### config.mk
export PLATFORM = sky130hd
export DESIGN_NAME = array_list_engine_top
export DESIGN_NICKNAME = d
export VERILOG_FILES = /design/src/rtl/core/ale_pkg.sv /design/src/rtl/core/array_list_engine_top.sv /design/src/rtl/core/ale_ram.sv
export SDC_FILE = /design/constraint.sdc
export NUM_CORES = 2
export LEC_CHECK = 0
export ABC_AREA = 0
export BUFFER_PORTS_ARGS = -buffer_cell sky130_fd_sc_hd__buf_4
export CAP_MARGIN = 10
export CORE_ASPECT_RATIO = 1.4
export CORE_MARGIN = 8
export CORE_UTILIZATION = 40
export DETAILED_ROUTE_END_ITERATION = 10
export GPL_ROUTABILITY_DRIVEN = 0
export GPL_TIMING_DRIVEN = 0
export RECOVER_POWER = 100
export SYNTH_ARGS = -nofsm -noshare
export SYNTH_HDL_FRONTEND = slang
export SYNTH_SLANG_ARGS = --single-unit
### constraint.sdc
create_clock -name clk -period 10.61 [get_ports clk]
set_clock_uncertainty 0.2 [all_clocks]
set_input_delay 2.122 -clock clk [delete_from_list [all_inputs] [get_ports clk]]
set_output_delay 2.122 -clock clk [all_outputs]
set_load 0.05 [all_outputs]
### src/rtl/core/ale_pkg.sv
// Shared types and action codes for the array list engine.
// No dependencies; the engine top, the checker and the testbench import this package.
package ale_pkg;

	// Action codes carried in the command transaction.
	localparam logic [2:0] ACT_READ   = 3'd0;
	localparam logic [2:0] ACT_WRITE  = 3'd1;
	localparam logic [2:0] ACT_INSERT = 3'd2;
	localparam logic [2:0] ACT_REMOVE = 3'd3;
	localparam logic [2:0] ACT_SEARCH = 3'd4;
	localparam logic [2:0] ACT_CLEAR  = 3'd5;

	// Command transaction.
	typedef struct packed {
		logic [2:0]  action;
		logic [5:0]  position;
		logic [31:0] item_value;
	} ale_cmd_t;

	// Result transaction.
	typedef struct packed {
		logic        ok;
		logic [31:0] read_value;
		logic        hit;
		logic [5:0]  hit_position;
		logic [6:0]  list_length;
		logic        is_empty;
		logic        is_full;
	} ale_result_t;

endpackage

### src/rtl/core/array_list_engine_top.sv
// Array list engine: ordered list store over one RAM, walked by a small sequencer.
// Depends on ale_pkg and ale_ram.
// A command keeps busy high while its entries are read and the last read data returns;
// done pulses on the edge at which busy falls. Insert and remove walk the entries from
// the position to the end, search walks the whole length, read walks one.
// The RAM's single read and single write port set this pace: one entry per cycle.
// Reset clears the length and the sequencer at once; the receiver cannot stall results.
module array_list_engine_top #(
	parameter int CAPACITY   = 64,
	parameter int DATA_WIDTH = 32
) (
	input  logic                clk,
	input  logic                arst_n,
	input  logic                start,
	output logic                busy,
	input  ale_pkg::ale_cmd_t   cmd,
	output logic                done,
	output ale_pkg::ale_result_t result
);
	import ale_pkg::*;

	localparam int AW = (CAPACITY > 1) ? $clog2(CAPACITY) : 1;
	localparam int CW = $clog2(CAPACITY + 1);
	localparam int LW = (CW > 7) ? CW : 7;

	typedef enum logic [1:0] {
		ST_IDLE = 2'b01,
		ST_RUN  = 2'b10
	} state_t;

	state_t                state_q;
	logic [2:0]            act_q;
	logic [LW-1:0]         pos_q;
	logic [DATA_WIDTH-1:0] val_q;
	logic                  legal_q;
	logic [CW-1:0]         cnt_q;
	logic [CW-1:0]         rem_q;
	logic [AW-1:0]         ra_q;
	logic                  pend_q;
	logic [AW-1:0]         pa_q;
	logic [DATA_WIDTH-1:0] rdv_q;
	logic                  hit_q;
	logic [AW-1:0]         hpos_q;
	logic                  done_q;
	ale_result_t           res_q;

	logic                  accept;
	logic [LW-1:0]         cnt_ext;
	logic [LW-1:0]         pos_ext;
	logic [LW-1:0]         cap_ext;
	logic [LW-1:0]         span;
	logic [CW-1:0]         cnt_m1;
	logic                  in_range;
	logic                  ins_ok;
	logic                  legal_d;
	logic [CW-1:0]         rem_d;
	logic [AW-1:0]         ra_d;
	logic [63:0]           in64;
	logic                  issue;
	logic                  finish;
	logic [AW-1:0]         pos_addr;
	logic                  ram_we;
	logic [AW-1:0]         ram_waddr;
	logic [DATA_WIDTH-1:0] ram_wdata;
	logic [DATA_WIDTH-1:0] ram_rdata;
	logic [CW-1:0]         cnt_new;
	logic [CW+6:0]         len_x;
	logic [AW+5:0]         hpos_x;
	logic [63:0]           rdv64;
	ale_result_t           res_d;

	assign busy   = (state_q == ST_RUN);
	assign accept = start && !busy;
	assign done   = done_q;
	assign result = res_q;

	// Bound checks against the current length.
	assign cnt_ext  = LW'(cnt_q);
	assign pos_ext  = LW'(cmd.position);
	assign cap_ext  = LW'(CAPACITY);
	assign span     = cnt_ext - pos_ext;
	assign cnt_m1   = cnt_q - CW'(1);
	assign in_range = pos_ext < cnt_ext;
	assign ins_ok   = (cnt_ext < cap_ext) && (pos_ext <= cnt_ext);
	assign in64     = 64'(cmd.item_value);

	// Walk setup for each action: legality, entries to read and first read address.
	always_comb begin
		legal_d = 1'b0;
		rem_d   = '0;
		ra_d    = pos_ext[AW-1:0];
		case (cmd.action)
			ACT_READ: begin
				legal_d = in_range;
				rem_d   = in_range ? CW'(1) : '0;
			end
			ACT_WRITE: begin
				legal_d = in_range;
			end
			ACT_INSERT: begin
				legal_d = ins_ok;
				rem_d   = ins_ok ? span[CW-1:0] : '0;
				ra_d    = cnt_m1[AW-1:0];
			end
			ACT_REMOVE: begin
				legal_d = in_range;
				rem_d   = in_range ? span[CW-1:0] : '0;
			end
			ACT_SEARCH: begin
				legal_d = 1'b1;
				rem_d   = cnt_q;
				ra_d    = '0;
			end
			ACT_CLEAR: begin
				legal_d = 1'b1;
			end
			default: begin
				legal_d = 1'b0;
			end
		endcase
	end

	// The walk reads one entry a cycle; the read data returns in the next cycle.
	assign issue    = busy && (rem_q != '0);
	assign finish   = busy && (rem_q == '0) && !pend_q;
	assign pos_addr = pos_q[AW-1:0];

	// Write port: shifted entries during the walk, the new value at the end.
	always_comb begin
		ram_we    = 1'b0;
		ram_waddr = pos_addr;
		ram_wdata = val_q;
		if (pend_q) begin
			if (act_q == ACT_INSERT) begin
				ram_we    = 1'b1;
				ram_waddr = pa_q + AW'(1);
				ram_wdata = ram_rdata;
			end else if ((act_q == ACT_REMOVE) && (pa_q != pos_addr)) begin
				ram_we    = 1'b1;
				ram_waddr = pa_q - AW'(1);
				ram_wdata = ram_rdata;
			end
		end else if (finish && legal_q && ((act_q == ACT_INSERT) || (act_q == ACT_WRITE))) begin
			ram_we = 1'b1;
		end
	end

	ale_ram #(
		.WIDTH(DATA_WIDTH),
		.DEPTH(CAPACITY)
	) u_ram (
		.clk   (clk),
		.we    (ram_we),
		.waddr (ram_waddr),
		.wdata (ram_wdata),
		.re    (issue),
		.raddr (ra_q),
		.rdata (ram_rdata)
	);

	// Length after the action and the result transaction.
	always_comb begin
		cnt_new = cnt_q;
		if (legal_q) begin
			case (act_q)
				ACT_INSERT: cnt_new = cnt_q + CW'(1);
				ACT_REMOVE: cnt_new = cnt_q - CW'(1);
				ACT_CLEAR:  cnt_new = '0;
				default:    cnt_new = cnt_q;
			endcase
		end
	end

	assign len_x  = (CW + 7)'(cnt_new);
	assign hpos_x = (AW + 6)'(hpos_q);
	assign rdv64  = 64'(rdv_q);

	always_comb begin
		res_d              = '0;
		res_d.ok           = legal_q;
		res_d.read_value   = (legal_q && ((act_q == ACT_READ) || (act_q == ACT_REMOVE))) ?
		                     rdv64[31:0] : 32'd0;
		res_d.hit          = (act_q == ACT_SEARCH) && hit_q;
		res_d.hit_position = ((act_q == ACT_SEARCH) && hit_q) ? hpos_x[5:0] : 6'd0;
		res_d.list_length  = len_x[6:0];
		res_d.is_empty     = (cnt_new == '0);
		res_d.is_full      = (LW'(cnt_new) == cap_ext);
	end

	// Sequencer and control registers.
	always_ff @(posedge clk or negedge arst_n) begin
		if (!arst_n) begin
			state_q <= ST_IDLE;
			cnt_q   <= '0;
			rem_q   <= '0;
			pend_q  <= 1'b0;
			done_q  <= 1'b0;
			hit_q   <= 1'b0;
		end else begin
			done_q <= 1'b0;
			case (state_q)
				ST_IDLE: begin
					if (start) begin
						state_q <= ST_RUN;
						rem_q   <= rem_d;
						pend_q  <= 1'b0;
						hit_q   <= 1'b0;
					end
				end
				ST_RUN: begin
					pend_q <= issue;
					if (issue) begin
						rem_q <= rem_q - CW'(1);
					end
					if (pend_q && (act_q == ACT_SEARCH) && !hit_q && (ram_rdata == val_q)) begin
						hit_q <= 1'b1;
					end
					if (finish) begin
						cnt_q   <= cnt_new;
						done_q  <= 1'b1;
						state_q <= ST_IDLE;
					end
				end
				default: begin
					state_q <= ST_IDLE;
				end
			endcase
		end
	end

	// Command and walk data registers.
	always_ff @(posedge clk) begin
		if (accept) begin
			act_q   <= cmd.action;
			pos_q   <= pos_ext;
			val_q   <= in64[DATA_WIDTH-1:0];
			legal_q <= legal_d;
			ra_q    <= ra_d;
		end else if (issue) begin
			ra_q <= (act_q == ACT_INSERT) ? ra_q - AW'(1) : ra_q + AW'(1);
		end
		if (issue) begin
			pa_q <= ra_q;
		end
		if (pend_q && (((act_q == ACT_REMOVE) && (pa_q == pos_addr)) || (act_q == ACT_READ))) begin
			rdv_q <= ram_rdata;
		end
		if (pend_q && (act_q == ACT_SEARCH) && !hit_q && (ram_rdata == val_q)) begin
			hpos_q <= pa_q;
		end
		if (finish) begin
			res_q <= res_d;
		end
	end

	// The length never exceeds the capacity.
	a_cnt_bound: assert property (@(posedge clk) disable iff (!arst_n)
		LW'(cnt_q) <= cap_ext)
		else $error("list length beyond capacity");

	// Every write lands inside the storage.
	a_waddr_bound: assert property (@(posedge clk) disable iff (!arst_n)
		ram_we |-> (LW'(ram_waddr) < cap_ext))
		else $error("RAM write outside capacity");

	// A result strobe only ends a run of the sequencer.
	a_done_after_run: assert property (@(posedge clk) disable iff (!arst_n)
		done_q |-> $past(state_q == ST_RUN))
		else $error("result strobe without a command in flight");

	// An accepted command makes the engine busy on the next cycle.
	a_accept_busy: assert property (@(posedge clk) disable iff (!arst_n)
		accept |=> busy)
		else $error("accepted command did not start the sequencer");

	// No read is issued once the walk is finishing.
	a_no_read_at_finish: assert property (@(posedge clk) disable iff (!arst_n)
		finish |-> !issue)
		else $error("read issued while finishing");

endmodule

### src/rtl/core/ale_ram.sv
// Generic simple dual-port RAM: one write port, one read port with registered data.
// No dependencies.
module ale_ram #(
	parameter int WIDTH = 32,
	parameter int DEPTH = 64
) (
	input  logic                                   clk,
	input  logic                                   we,
	input  logic [(DEPTH > 1 ? $clog2(DEPTH) : 1)-1:0] waddr,
	input  logic [WIDTH-1:0]                       wdata,
	input  logic                                   re,
	input  logic [(DEPTH > 1 ? $clog2(DEPTH) : 1)-1:0] raddr,
	output logic [WIDTH-1:0]                       rdata
);

	logic [WIDTH-1:0] mem_q [DEPTH];

	// Write port.
	always_ff @(posedge clk) begin
		if (we) begin
			mem_q[waddr] <= wdata;
		end
	end

	// Read port with the data registered.
	always_ff @(posedge clk) begin
		if (re) begin
			rdata <= mem_q[raddr];
		end
	end

endmodule

==> impl_metrics.toml <==
[outcome]
status = "complete, but fails checks"
violations = "capacitance limit, slew limit"

[final_layout]
final_cells = 7469
mostFrequentLayoutCell = "edfxtp_1"
syn_to_final_growth_pct = 12.4
most-common-layout-cells = "edfxtp_1, mux4_2, clkbuf_1, nand2_1, clkbuf_16"
drive_gt1_frac = 0.207
fill_cells = 18300
nets = 4516

[timing]
hold_violations = 0
rsz0062_at_grt = "false"
slew_headroom = -1.65
drv_slew = 3538
clock.fmax_ghz = 0.135
fin_crit_sh = 0.700
fin_crit_ns = 7.43
worst_slew_pin_slew_ns = 3.98
finalSetupViolCount = 0
setup_tns_ns = 0

[global_routing]
grt_pass1_vias = 44400
grt_max_degree = 65
overflow = 0
grt_use_total = 0.207
antenna_found_initial = 12
grt_pass1_wl_um = 344000

[clocking]
cts_tree = "done"
numCtsBuffers = 201
hold_buffers = 0
clockRootBuffer = "clkbuf_16"
clkLatencyLatePin_ns = 0.84
clock_path_buffers = 4
post_cts.repair.setup_buffers = 0
clock-sinks = 2240
ctsResizeCount = 0
clk_pin_slew_ns = 0.07
htree_levels = 4

[routing]
vias = 43500
drcViolationCount = 0
post_drt_wl_per_cell_um = 33.0
ant_nets = 0
wl_um = 247000
via_per_inst = 5.82
drt_first_pass_iters = 8
drt-initial-drc-count = 5409

[place]
dp_hpwl_um = 166000
placed_cells = 7101
io_buffers = 94

[floorplan]
die_h_um = 568
core_um2 = 216000
die_area_um2 = 233000
top_level_ports = 95
num_rows = 202
fp.dieW_um = 410
start_util = 0.402

[synthesis]
synth-edff-count = 2221
synth.cell_area_um2 = 87000
synth-seq-cells = 2240
netlist-cell-type-count = 68
yosysTopAreaCell = "edfxtp_1"
synth_top_cell_area_share = 0.767
async_flop_share = 0.00848
ys_warn_count = 0
synth_nets = 4105
yosysSeqAreaShare = 0.772
netlist_instances = 4043
synth_ff_type = "edfxtp_1"
ys_top_cells_by_area = "edfxtp_1, mux4_2, nand2_1"
syn_avg_cell_area_um2 = 21.5

[worst_setup_path]
critPathLaunchType = "flop"
worstPathCellList = "nor3b_1 > nand3_1 > or4_1 > a211oi_1 > o211ai_1 > nor2_1 > clkbuf_1 > clkbuf_1"
cp.required_ns = 10.84
cpMostUsedCell = "clkbuf_1"
worstPathArrival_ns = 7.66
max_stage_delay_ns = 1.80
crit_buf_inv = 2
path_delay_family = "simple AND/OR/NAND/NOR gates"
crit_path_max_fanout = 12
worst_path_max_delay_cell = "nor2_1"
critPathCaptureType = "flop"
crit_type = "reg2reg"

[run]
cap_violations = 128

[pwr]
leakage_nw = 30.3
irDropWorstVdd_mv = 0.137
p_per_area_nw_per_um2 = 246

[hold_path]
hold_class = "reg2reg"
[synth_stat cells (29+ instances only)]
library cell,count
nand3_1,43
buf_2,67
mux4_2,584
and2_1,38
a22oi_1,33
o211ai_1,39
clkbuf_1,110
edfxtp_1,2221
nand2_1,337
nor2b_1,37
mux2i_1,29
buf_1,34
xnor2_1,43
inv_1,34
a21oi_1,33
nor2_1,80
[power breakdown]
group / internal (mW) / leakage [nW] / total [mW] / switching, mW
clock network: 3.99 / 3.10 / 7.17 / 3.18
logic: 2.20 / 6.97 / 6.44 / 4.24
registers: 10.3 / 20.3 / 10.5 / 0.125
total: 16.5 / 30.3 / 24.1 / 7.54
[metrics by stage]
step	hold slack, ns	power, mW	setup WS (ns)	instance area [um^2]	util
2_1_floorplan	0.221	14.3	5.60	87000	-
3_3_place_gp	0.239	17.1	0.415	91200	0.422
3_5_place_dp	0.236	17.2	5.45	94100	0.435
4_1_cts	0.256	24.3	5.43	100000	0.464
5_1_grt	0.271	24.7	3.08	97700	0.452
6_report	0.252	24.1	3.18	97700	0.452
[layer usage]
layer | global-route usage | vias to the layer above | share of wire
met2 | 0.356 | 2115 | 0.50
met1 | 0.250 | 23200 | 0.36
met3 | 0.0357 | 551 | 0.076
li1 | - | 17600 | -
met5 | 0 | - | 0.00013
met4 | 0.111 | 4 | 0.068
[layout make-up]
| class | count | area (um^2) | area share |
|---|---|---|---|
| flip-flops and latches | 2240 | 67200 | 0.687 |
| multi-input cells | 1555 | 18700 | 0.192 |
| clock buffers | 248 | 5310 | 0.0544 |
| well taps | 2856 | 3570 | 0.0366 |
| clock inverters | 110 | 1010 | 0.0103 |
| repair buffers | 208 | 916 | 0.00937 |
| plain buffers | 213 | 872 | 0.00892 |
| inverters | 35 | 131 | 0.00134 |
| diodes | 4 | 10.0 | 0.000102 |
[sequential cells by signal, summed over array words and instances (netlist names), 3 cells and up]
name,cells
u_ram.mem_q,2048
result,49
rdv_q,32
u_ram.rdata,32
val_q,32
cnt_ext,7
rem_q,7
hpos_q,6
pa_q,6
pos_q,6
ra_q,6
act_q,3
[cell families after synthesis]
logic type                 after synthesis  synth area share
buffers and inverters                  248            0.0117
muxes                                  616             0.155
and+or+nand+nor                        619            0.0325
DFF                                   2240             0.772
AOI/OAI and AO/OA                      245            0.0198
adders and majority gates               18           0.00276
xor gates and xnor gates                57           0.00574
[worst paths after layout]
| check | start | endpoint | slack [ns] | cells past startpoint |
|---|---|---|---|---|
| setup reg to reg | pend_q | u_ram.mem_q[60][14] | 3.18 | 8 |
| setup / recovery | pend_q | u_ram.mem_q[60][14] | 3.18 | 8 |
| min in group asynchronous | arst_n | rem_q[5] | 1.30 | 1 |
| hold reg to reg | pa_q[3] | hpos_q[3] | 0.25 | 0 |
| max in group asynchronous | arst_n | done | 8.19 | 1 |
| hold / removal | pa_q[3] | hpos_q[3] | 0.25 | 0 |
No activity file was read; power rests on OpenSTA's default activity.
